**src/design/emt_pkg.sv**
```systemverilog
`timescale 1ns / 1ps
// ----------------------------------------------------------------------------
// emt_pkg
// shared types and constants of the multi-turn encoder tracker
// ----------------------------------------------------------------------------
package emt_pkg;

    localparam int POS_W           = 13;
    localparam int COUNTS_PER_TURN = 8192;
    localparam int RATE_W          = 14;
    localparam int TURN_W          = 16;
    localparam int TOTAL_W         = 30;
    localparam int SEEN_W          = 8;
    localparam int THR_W           = 13;
    localparam int CALIB_W         = 8;

    localparam int CFG_IDX_W  = 1;
    localparam int CFG_DATA_W = 13;

    localparam int IN_TDATA_W  = 16;
    localparam int OUT_FIELD_W = TOTAL_W + RATE_W + RATE_W + TURN_W;
    localparam int OUT_TDATA_W = 80;
    localparam int OUT_PAD_W   = OUT_TDATA_W - OUT_FIELD_W;

    // register indexes
    localparam logic [CFG_IDX_W-1:0] REG_WRAP_THRESHOLD = 1'b0;
    localparam logic [CFG_IDX_W-1:0] REG_CALIB_READINGS = 1'b1;

    localparam logic [THR_W-1:0]   WRAP_THRESHOLD_RST = 13'd4096;
    localparam logic [CALIB_W-1:0] CALIB_READINGS_RST = 8'd51;

    localparam logic [SEEN_W-1:0]        SEEN_MAX = 8'hFF;
    localparam logic signed [TURN_W-1:0] TURN_MAX = 16'sh7FFF;
    localparam logic signed [TURN_W-1:0] TURN_MIN = 16'sh8000;

    // one turn, at the width of a wrap-corrected step
    localparam logic signed [RATE_W:0] TURN_SPAN = (RATE_W+1)'(COUNTS_PER_TURN);

    // what the tracking stage hands to the output stage
    typedef struct packed {
        logic                     calib;
        logic signed [TURN_W-1:0] turns;
        logic signed [RATE_W-1:0] pos_delta;
        logic signed [RATE_W-1:0] rate;
        logic                     sum_neg;
    } emt_stage_t;

endpackage

```
**src/design/emt_ram.sv**
```systemverilog
`timescale 1ns / 1ps
// ----------------------------------------------------------------------------
// emt_ram
// simple dual-port ram, one write and one registered read port
// ----------------------------------------------------------------------------
module emt_ram #(
    parameter int WIDTH  = 14,
    parameter int DEPTH  = 25,
    localparam int ADDR_W = (DEPTH > 1) ? $clog2(DEPTH) : 1
) (
    input  logic              clk,
    input  logic              we,
    input  logic [ADDR_W-1:0] wr_addr,
    input  logic [WIDTH-1:0]  wr_data,
    input  logic [ADDR_W-1:0] rd_addr,
    output logic [WIDTH-1:0]  rd_data
);

    logic [WIDTH-1:0] mem [DEPTH];
    logic [WIDTH-1:0] rd_data_reg;

    always_ff @(posedge clk)
    begin
        if (we)
        begin
            mem[wr_addr] <= wr_data;
        end
        rd_data_reg <= mem[rd_addr];
    end

    assign rd_data = rd_data_reg;

endmodule

```
**src/design/emt_track.sv**
```systemverilog
`timescale 1ns / 1ps
// ----------------------------------------------------------------------------
// emt_track
// offset capture, wrap detection, turn counter and rate ring read-modify-write
// ----------------------------------------------------------------------------
module emt_track import emt_pkg::*; #(
    parameter int AVG_LEN = 25,
    localparam int SUM_W  = RATE_W + $clog2(AVG_LEN)
) (
    input  logic                  clk,
    input  logic                  rst_n,
    input  logic                  cfg_we,
    input  logic [CFG_IDX_W-1:0]  cfg_index,
    input  logic [CFG_DATA_W-1:0] cfg_data,
    input  logic                  accept,
    input  logic                  advance,
    input  logic [POS_W-1:0]      position,
    output logic                  stage_valid,
    output emt_stage_t            stage,
    output logic [SUM_W-1:0]      sum_mag
);

    localparam int IDX_W = (AVG_LEN > 1) ? $clog2(AVG_LEN) : 1;
    localparam logic [IDX_W-1:0] IDX_LAST = IDX_W'(AVG_LEN - 1);

    logic [THR_W-1:0]         wrap_threshold_reg;
    logic [CALIB_W-1:0]       calib_readings_reg;
    logic [SEEN_W-1:0]        readings_seen_reg;
    logic [POS_W-1:0]         zero_offset_reg;
    logic [POS_W-1:0]         previous_position_reg;
    logic signed [TURN_W-1:0] turns_reg;
    logic [IDX_W-1:0]         ring_index_reg;
    logic signed [SUM_W-1:0]  ring_sum_reg;
    logic [AVG_LEN-1:0]       ring_valid_reg;
    logic                     fwd_hit_reg;
    logic signed [RATE_W-1:0] fwd_data_reg;
    logic                     stage_valid_reg;
    emt_stage_t               stage_reg;
    logic [SUM_W-1:0]         sum_mag_reg;

    logic                     is_calib;
    logic                     step;
    logic signed [RATE_W-1:0] diff;
    logic signed [RATE_W:0]   diff_x;
    logic signed [RATE_W:0]   thr_x;
    logic                     wrap_back;
    logic                     wrap_fwd;
    logic signed [RATE_W:0]   rate_x;
    logic signed [RATE_W-1:0] rate;
    logic signed [TURN_W-1:0] turns_next;
    logic signed [RATE_W-1:0] pos_delta;
    logic [RATE_W-1:0]        rd_data;
    logic signed [RATE_W-1:0] old_rate;
    logic signed [SUM_W-1:0]  ring_sum_next;
    logic [SUM_W-1:0]         sum_abs;
    logic [IDX_W-1:0]         ring_index_next;
    logic [IDX_W-1:0]         rd_addr;

    // wrap detection and turn update
    always_comb
    begin
        is_calib  = readings_seen_reg < calib_readings_reg;
        step      = accept && !is_calib;
        diff      = $signed({1'b0, position}) - $signed({1'b0, previous_position_reg});
        diff_x    = (RATE_W+1)'(diff);
        thr_x     = $signed({2'b00, wrap_threshold_reg});
        wrap_back = diff_x > thr_x;
        wrap_fwd  = diff_x < -thr_x;
        if (wrap_back)
        begin
            rate_x = diff_x - TURN_SPAN;
        end
        else if (wrap_fwd)
        begin
            rate_x = diff_x + TURN_SPAN;
        end
        else
        begin
            rate_x = diff_x;
        end
        rate = rate_x[RATE_W-1:0];

        turns_next = turns_reg;
        if (wrap_back && (turns_reg != TURN_MIN))
        begin
            turns_next = turns_reg - 16'sd1;
        end
        else if (wrap_fwd && (turns_reg != TURN_MAX))
        begin
            turns_next = turns_reg + 16'sd1;
        end

        pos_delta = $signed({1'b0, position}) - $signed({1'b0, zero_offset_reg});
    end

    // ring slot read-modify-write, unwritten slots read as zero
    always_comb
    begin
        if (!ring_valid_reg[ring_index_reg])
        begin
            old_rate = '0;
        end
        else if (fwd_hit_reg)
        begin
            old_rate = fwd_data_reg;
        end
        else
        begin
            old_rate = $signed(rd_data);
        end
        ring_sum_next = ring_sum_reg - SUM_W'(old_rate) + SUM_W'(rate);
        sum_abs       = ring_sum_next[SUM_W-1] ? SUM_W'(-ring_sum_next)
                                               : SUM_W'(ring_sum_next);
        ring_index_next = (ring_index_reg == IDX_LAST) ? '0 : ring_index_reg + 1'b1;
        // prefetch the slot that the next reading will replace
        rd_addr = step ? ring_index_next : ring_index_reg;
    end

    emt_ram #(
        .WIDTH (RATE_W),
        .DEPTH (AVG_LEN)
    ) u_ring (
        .clk     (clk),
        .we      (step),
        .wr_addr (ring_index_reg),
        .wr_data (rate),
        .rd_addr (rd_addr),
        .rd_data (rd_data)
    );

    always_ff @(posedge clk or negedge rst_n)
    begin
        if (!rst_n)
        begin
            wrap_threshold_reg    <= WRAP_THRESHOLD_RST;
            calib_readings_reg    <= CALIB_READINGS_RST;
            readings_seen_reg     <= '0;
            zero_offset_reg       <= '0;
            previous_position_reg <= '0;
            turns_reg             <= '0;
            ring_index_reg        <= '0;
            ring_sum_reg          <= '0;
            ring_valid_reg        <= '0;
            fwd_hit_reg           <= 1'b0;
            stage_valid_reg       <= 1'b0;
        end
        else
        begin
            if (cfg_we)
            begin
                case (cfg_index)
                    REG_WRAP_THRESHOLD: wrap_threshold_reg <= cfg_data[THR_W-1:0];
                    REG_CALIB_READINGS: calib_readings_reg <= cfg_data[CALIB_W-1:0];
                    default: ;
                endcase
            end

            if (accept)
            begin
                previous_position_reg <= position;
                if (is_calib)
                begin
                    readings_seen_reg <= readings_seen_reg + 1'b1;
                    zero_offset_reg   <= position;
                end
                else
                begin
                    if (readings_seen_reg != SEEN_MAX)
                    begin
                        readings_seen_reg <= readings_seen_reg + 1'b1;
                    end
                    turns_reg                      <= turns_next;
                    ring_sum_reg                   <= ring_sum_next;
                    ring_valid_reg[ring_index_reg] <= 1'b1;
                    ring_index_reg                 <= ring_index_next;
                end
            end

            // read and write of one slot at the same edge: ram returns stale data
            fwd_hit_reg <= step && (rd_addr == ring_index_reg);

            if (accept)
            begin
                stage_valid_reg <= 1'b1;
            end
            else if (advance)
            begin
                stage_valid_reg <= 1'b0;
            end
        end
    end

    always_ff @(posedge clk)
    begin
        fwd_data_reg <= rate;
        if (accept)
        begin
            stage_reg.calib     <= is_calib;
            stage_reg.turns     <= is_calib ? turns_reg : turns_next;
            stage_reg.pos_delta <= pos_delta;
            stage_reg.rate      <= rate;
            stage_reg.sum_neg   <= ring_sum_next[SUM_W-1];
            sum_mag_reg         <= sum_abs;
        end
    end

    assign stage_valid = stage_valid_reg;
    assign stage       = stage_reg;
    assign sum_mag     = sum_mag_reg;

endmodule

```
**src/design/emt_out.sv**
```systemverilog
`timescale 1ns / 1ps
// ----------------------------------------------------------------------------
// emt_out
// averaging divide, total count and the result register
// ----------------------------------------------------------------------------
module emt_out import emt_pkg::*; #(
    parameter int AVG_LEN = 25,
    localparam int SUM_W  = RATE_W + $clog2(AVG_LEN)
) (
    input  logic                      clk,
    input  logic                      rst_n,
    input  logic                      advance,
    input  emt_stage_t                stage,
    input  logic [SUM_W-1:0]          sum_mag,
    input  logic                      out_ready,
    output logic                      out_valid,
    output logic                      calibrating,
    output logic signed [TOTAL_W-1:0] total_count,
    output logic signed [RATE_W-1:0]  raw_rate,
    output logic signed [RATE_W-1:0]  filtered_rate,
    output logic signed [TURN_W-1:0]  turn_count
);

    // divide by AVG_LEN as multiply by a rounded-up reciprocal
    localparam int    SHIFT  = SUM_W + $clog2(AVG_LEN);
    localparam int    MUL_W  = SHIFT + 1;
    localparam int    PROD_W = SUM_W + MUL_W;
    localparam longint RECIP = ((64'd1 << SHIFT) + AVG_LEN - 1) / AVG_LEN;
    localparam logic [MUL_W-1:0] RECIP_V = MUL_W'(RECIP);

    logic                      out_valid_reg;
    logic                      calibrating_reg;
    logic signed [TOTAL_W-1:0] total_count_reg;
    logic signed [RATE_W-1:0]  raw_rate_reg;
    logic signed [RATE_W-1:0]  filtered_rate_reg;
    logic signed [TURN_W-1:0]  turn_count_reg;

    logic [PROD_W-1:0]         product;
    logic [RATE_W-1:0]         quot;
    logic signed [RATE_W-1:0]  filt;
    logic signed [TOTAL_W-1:0] total;

    always_comb
    begin
        product = PROD_W'(sum_mag) * PROD_W'(RECIP_V);
        quot    = product[SHIFT +: RATE_W];
        // truncation toward zero: divide the magnitude, then restore the sign
        filt    = stage.sum_neg ? -$signed(quot) : $signed(quot);
        total   = (TOTAL_W'(stage.turns) <<< POS_W) + TOTAL_W'(stage.pos_delta);
    end

    always_ff @(posedge clk or negedge rst_n)
    begin
        if (!rst_n)
        begin
            out_valid_reg <= 1'b0;
        end
        else if (advance)
        begin
            out_valid_reg <= 1'b1;
        end
        else if (out_ready)
        begin
            out_valid_reg <= 1'b0;
        end
    end

    always_ff @(posedge clk)
    begin
        if (advance)
        begin
            calibrating_reg   <= stage.calib;
            turn_count_reg    <= stage.turns;
            total_count_reg   <= stage.calib ? '0 : total;
            raw_rate_reg      <= stage.calib ? '0 : stage.rate;
            filtered_rate_reg <= stage.calib ? '0 : filt;
        end
    end

    assign out_valid     = out_valid_reg;
    assign calibrating   = calibrating_reg;
    assign total_count   = total_count_reg;
    assign raw_rate      = raw_rate_reg;
    assign filtered_rate = filtered_rate_reg;
    assign turn_count    = turn_count_reg;

endmodule

```
**src/design/encoder_multiturn_tracker_core.sv**
```systemverilog
`timescale 1ns / 1ps
// ----------------------------------------------------------------------------
// encoder_multiturn_tracker_core
// multi-turn unwrap of a 13-bit encoder with a moving-average rate
// ----------------------------------------------------------------------------
// usage
//   s_axis carries one encoder reading per beat, m_axis one result per beat
//   cfg_we/cfg_index/cfg_data write wrap_threshold (0) and calib_readings (1);
//   write only while no beat is in flight
//   the first calib_readings readings only capture the zero offset and come
//   back with tuser set and zero count and rates
//   an accepted beat is registered in the middle stage, then in the result
//   register that drives m_axis, and leaves when m_axis_tready is high
//   throughput: one beat per cycle while m_axis is not held; turns, offset
//   and ring sum update in a single step, fed by a ring slot that is
//   prefetched from the rate ram as the previous reading is taken
//   the rate ring lives in a 25 x 14 ram; a valid bit per slot, cleared at
//   reset, makes unwritten slots read as zero, so there is no clearing pass
//   reset: config goes to 4096 / 51, all tracking state to zero, no beats out
//   stall: a held m_axis keeps its beat, the middle stage fills, then
//   s_axis_tready drops; no beat is lost or repeated
// ----------------------------------------------------------------------------
module encoder_multiturn_tracker_core import emt_pkg::*; #(
    parameter int AVG_LEN = 25,
    localparam int SUM_W  = RATE_W + $clog2(AVG_LEN)
) (
    input  logic                   clk,
    input  logic                   rst_n,
    input  logic                   cfg_we,
    input  logic [CFG_IDX_W-1:0]   cfg_index,
    input  logic [CFG_DATA_W-1:0]  cfg_data,
    input  logic                   s_axis_tvalid,
    output logic                   s_axis_tready,
    input  logic [IN_TDATA_W-1:0]  s_axis_tdata,   // [12:0] encoder_position, [15:13] zero
    output logic                   m_axis_tvalid,
    input  logic                   m_axis_tready,
    output logic [OUT_TDATA_W-1:0] m_axis_tdata,   // [29:0] total_count, [43:30] raw_rate,
                                                   // [57:44] filtered_rate,
                                                   // [73:58] turn_count, [79:74] zero
    output logic                   m_axis_tuser    // [0] calibrating
);

    logic                      accept;
    logic                      advance;
    logic                      stage_valid;
    emt_stage_t                stage;
    logic [SUM_W-1:0]          sum_mag;
    logic                      calibrating;
    logic signed [TOTAL_W-1:0] total_count;
    logic signed [RATE_W-1:0]  raw_rate;
    logic signed [RATE_W-1:0]  filtered_rate;
    logic signed [TURN_W-1:0]  turn_count;

    // middle stage moves on when the result register is free or being drained
    assign advance       = stage_valid && (!m_axis_tvalid || m_axis_tready);
    assign s_axis_tready = !stage_valid || advance;
    assign accept        = s_axis_tvalid && s_axis_tready;

    emt_track #(
        .AVG_LEN (AVG_LEN)
    ) u_track (
        .clk         (clk),
        .rst_n       (rst_n),
        .cfg_we      (cfg_we),
        .cfg_index   (cfg_index),
        .cfg_data    (cfg_data),
        .accept      (accept),
        .advance     (advance),
        .position    (s_axis_tdata[POS_W-1:0]),
        .stage_valid (stage_valid),
        .stage       (stage),
        .sum_mag     (sum_mag)
    );

    emt_out #(
        .AVG_LEN (AVG_LEN)
    ) u_out (
        .clk           (clk),
        .rst_n         (rst_n),
        .advance       (advance),
        .stage         (stage),
        .sum_mag       (sum_mag),
        .out_ready     (m_axis_tready),
        .out_valid     (m_axis_tvalid),
        .calibrating   (calibrating),
        .total_count   (total_count),
        .raw_rate      (raw_rate),
        .filtered_rate (filtered_rate),
        .turn_count    (turn_count)
    );

    assign m_axis_tdata = {{OUT_PAD_W{1'b0}}, turn_count, filtered_rate, raw_rate, total_count};
    assign m_axis_tuser = calibrating;

    // an accepted beat always lands in the middle stage
    a_accept_fills : assert property (@(posedge clk) disable iff (!rst_n)
        accept |=> stage_valid)
        else $error("accepted beat did not reach the middle stage");

    // a blocked middle stage keeps its beat
    a_stage_holds : assert property (@(posedge clk) disable iff (!rst_n)
        stage_valid && !advance |=> stage_valid && $stable(stage))
        else $error("middle stage lost a beat while blocked");

    // an offset-capture result carries no count and no rate
    a_calib_zero : assert property (@(posedge clk) disable iff (!rst_n)
        m_axis_tvalid && m_axis_tuser |->
            (total_count == '0) && (raw_rate == '0) && (filtered_rate == '0))
        else $error("offset-capture result with nonzero count or rate");

endmodule

```
**config.mk**
```make
export PLATFORM = sky130hd
export DESIGN_NAME = encoder_multiturn_tracker_core
export DESIGN_NICKNAME = d
export VERILOG_FILES = /design/src/design/emt_pkg.sv /design/src/design/emt_ram.sv /design/src/design/emt_track.sv /design/src/design/emt_out.sv /design/src/design/encoder_multiturn_tracker_core.sv
export SDC_FILE = /design/constraint.sdc
export NUM_CORES = 1
export LEC_CHECK = 0
export ABC_AREA = 1
export BUFFER_PORTS_ARGS = -buffer_cell sky130_fd_sc_hd__buf_2
export CAP_MARGIN = 10
export CORE_UTILIZATION = 57
export CTS_BUF_LIST = sky130_fd_sc_hd__clkbuf_4 sky130_fd_sc_hd__clkbuf_8 sky130_fd_sc_hd__clkbuf_16
export DETAILED_ROUTE_END_ITERATION = 10
export PLACE_DENSITY = 0.81
export SYNTH_ARGS = -nofsm -noshare
export SYNTH_HDL_FRONTEND = slang
export SYNTH_SLANG_ARGS = --single-unit
```
**constraint.sdc**
```tcl
create_clock -name clk -period 8 [get_ports clk]
set_input_delay 0.4 -clock clk [delete_from_list [all_inputs] [get_ports clk]]
set_output_delay 0.4 -clock clk [all_outputs]
set_load 0.05 [all_outputs]
```
==> results.yml <==
logic_synthesis:
  syn_avg_cell_area_sq_um: 10.5
  yosysWarnings: 0
  synthTopCellsByArea: "edfxtp_1 (40%), ha_1 (9.0%), dfrtp_1 (8.1%)"
  synthMostInstantiatedCell: "edfxtp_1"
  seq_area_frac_synth: 0.502
  synth_commonest_cells: "edfxtp_1 (490), inv_1 (476), nand2_1 (456)"
  synth_flop_cell: "edfxtp_1"
  synth_cell_type_count: 62
  netlist_instances: 3478
  netlist_area_sq_mm: 0.0366
  synth_top_area_share: 0.402
  async_reset_ff_frac: 0.192
  synth_seq_cells: 641
  synth_edf_count: 490
  synth_top_area_cell: "edfxtp_1"
cts:
  root_buffer: "clkbuf_16"
  htree_levels: 2
  cts_buffers: 59
  cts-root-to-sink-buffers: 3
  cts_resized: 0
  path_clk_slew_ns: 0.06
  clk_latency_ns: 0.64
  cts_sinks: 641
  cts_tree: "yes"
placement:
  io_buffers: 108
  routabilityCongestion: 0.928
  dpl.hpwl_um: 55100
cells_and_area:
  nFillCells: 4841
  largest_reg_flops: 350
  drive_gt1_frac: 0.128
  multiInputGateArea_sq_mm: 0.0160
  area.growth.synth_to_final_pct: 9.54
  diodes: 0
  regArea_sq_mm: 0.0184
  layout.nets: 4022
global_routing:
  grt-ovfl-total: 0
  grt_pass1_wl_um: 133000
  grt_usage: 0.256
  grt_max_degree: 100
  antenna_found_initial: 1
  grt_pass1_vias: 25400
die:
  dieWidth_um: 255
  dieHeight_um: 255
  row_count: 92
  dieArea_sq_mm: 0.0652
  io_pins: 118
  initial_core_util: 0.578
  coreArea_sq_mm: 0.0633
sta:
  skew_ns: 0.0419
  fin_crit_sh: 0.837
  drv_slew: 0
  timing.fmax_ghz: 0.149
  relSlewSlack: 0.250
  fin_tns_setup_ns: 0
  finalCriticalPeriod_ns: 6.69
  hold_viol: 0
  setup_viol: 0
  rsz0062_at_grt: "false"
  tightestPinTransition_ns: 1.12
worst_setup_path:
  critical_path_class: "flop to flop"
  worstReg2RegStart: "u_track.previous_position_reg[2]"
  critPathLaunch: "u_track.previous_position_reg[2]"
  cp-end-kind: "flop"
  cpLargestDelayFamily: "compound AO/OA/AOI/OAI gates"
  cp_slowest_stage_delay_ns: 0.48
  crit_buf_inv: 7
  r2r_cells: 35
  slowest_stage: "fa_1"
  path_common_cell: "nand2_1"
  start_kind: "flop"
  worstPathMaxFanout: 28
  cp.required_ns: 8.34
  worst-path-stages: 35
  cp.arrival_ns: 7.03
flow_run:
  maxCapViolations: 0
routing:
  routedWlPerCell_um: 18.6
  detail-route-antenna-nets: 0
  first_iter_violations: 2219
  avgViaCountPerCell: 5.72
  drcViolationCount: 0
  first_pass_iters: 5
  via_count: 25600
  wl_um: 83400
min_path:
  min_from: "cfg_data[12]"
  hp-class: "input pin to flop"
  hold_depth: 3
outcome:
  status: "complete, no violations"
## per-stage QoR
step / util / cell area [sq um] / instances / hold slack (ns) / worst slack, ns
global placement: 0.602 / 38100 / 4364 / 0.406 / 1.34
floorplan: - / 36600 / 3484 / 0.104 / 0.0923
detailed placement: 0.602 / 38100 / 4364 / 0.404 / 1.22
finish: 0.633 / 40100 / 4477 / 0.0498 / 1.31
CTS: 0.633 / 40100 / 4477 / 0.0113 / 1.30
global route: 0.633 / 40100 / 4477 / 0.0318 / 0.688
## what timing repair did
| action | in CTS | in global routing |
|---|---|---|
| hold buffers | 2 | 0 |
| hold endpoints to repair | 53 | 0 |
| buffers inserted | 0 | 0 |
## cell usage in the layout, fill, tap and decap left out, types with 10 or more instances in the layout
| master | n |
|---|---|
| clkbuf_16 | 59 |
| dfxtp_1 | 28 |
| inv_2 | 10 |
| clkinv_2 | 11 |
| nand2_2 | 14 |
| clkbuf_4 | 21 |
| buf_4 | 41 |
| xnor2_1 | 16 |
| o21ai_0 | 231 |
| fa_1 | 143 |
| a21o_1 | 17 |
| buf_2 | 107 |
| nor2_1 | 222 |
| o21ai_1 | 11 |
| edfxtp_1 | 490 |
| o211ai_1 | 174 |
| xor2_1 | 70 |
| mux2_2 | 13 |
| nor2_2 | 15 |
| o21a_1 | 25 |
| ha_1 | 263 |
| a21oi_1 | 131 |
| inv_1 | 475 |
| dfrtp_1 | 118 |
| nand2_1 | 456 |
| nor3_1 | 26 |
| or2_2 | 118 |
| nand3_1 | 164 |
| nand4_1 | 33 |
## area by class of cell
class | count | area share
Clock buffer | 84 | 0.0421
Clock inverter | 27 | 0.00649
Inverter | 489 | 0.0460
Multi-Input combinational cell | 2239 | 0.399
Sequential cell | 641 | 0.458
Tap cell | 846 | 0.0264
Timing Repair Buffer | 151 | 0.0218
## routing by layer
metal | wire [um] | vias up | GRT usage
li1 | - | 12100 | -
met1 | 34200 | 12400 | 0.342
met2 | 40000 | 1047 | 0.427
met3 | 6790 | 156 | 0.0415
met4 | 2430 | 0 | 0.0827
met5 | 0 | - | 0
## cells by family (layout without fill, tap and decap cells)
family | count (synthesis) | in the layout | synth area share
AO/OA/AOI/OAI | 627 | 627 | 0.103
XOR/XNOR | 93 | 93 | 0.0225
adder cells (fa/ha/maj) | 406 | 406 | 0.168
buffers and inverters | 604 | 751 | 0.0644
flip-flops | 641 | 641 | 0.502
multiplexers | 14 | 14 | 0.00427
other | 1 | 7 | 0.000102
AND/OR/NAND/NOR | 1092 | 1092 | 0.136
## worst reg2reg max path: cells and delay by family, from the launching register on
family / cells / cell delay (ns)
AO/OA/AOI/OAI: 9 / 1.74
XOR/XNOR: 1 / 0.17
adder cells (fa/ha/maj): 4 / 1.63
buffers and inverters: 7 / 1.01
flip-flops: 1 / 0.35
AND/OR/NAND/NOR: 14 / 1.49
## worst paths after layout
check	slack [ns]	endpoint
setup / recovery	1.31	u_track.sum_mag[4]
hold / removal	0.05	u_track.wrap_threshold_reg[12]
setup reg to reg	1.31	u_track.sum_mag[4]
hold reg to reg	0.44	u_out.turn_count[9]
max in group asynchronous	6.36	u_track.ring_valid_reg[5]
min in group asynchronous	0.30	u_track.zero_offset_reg[10]
Power is left out: the tool's default activity adds up to more than one toggle a clock period on the data nets, which glitch-free logic cannot reach.
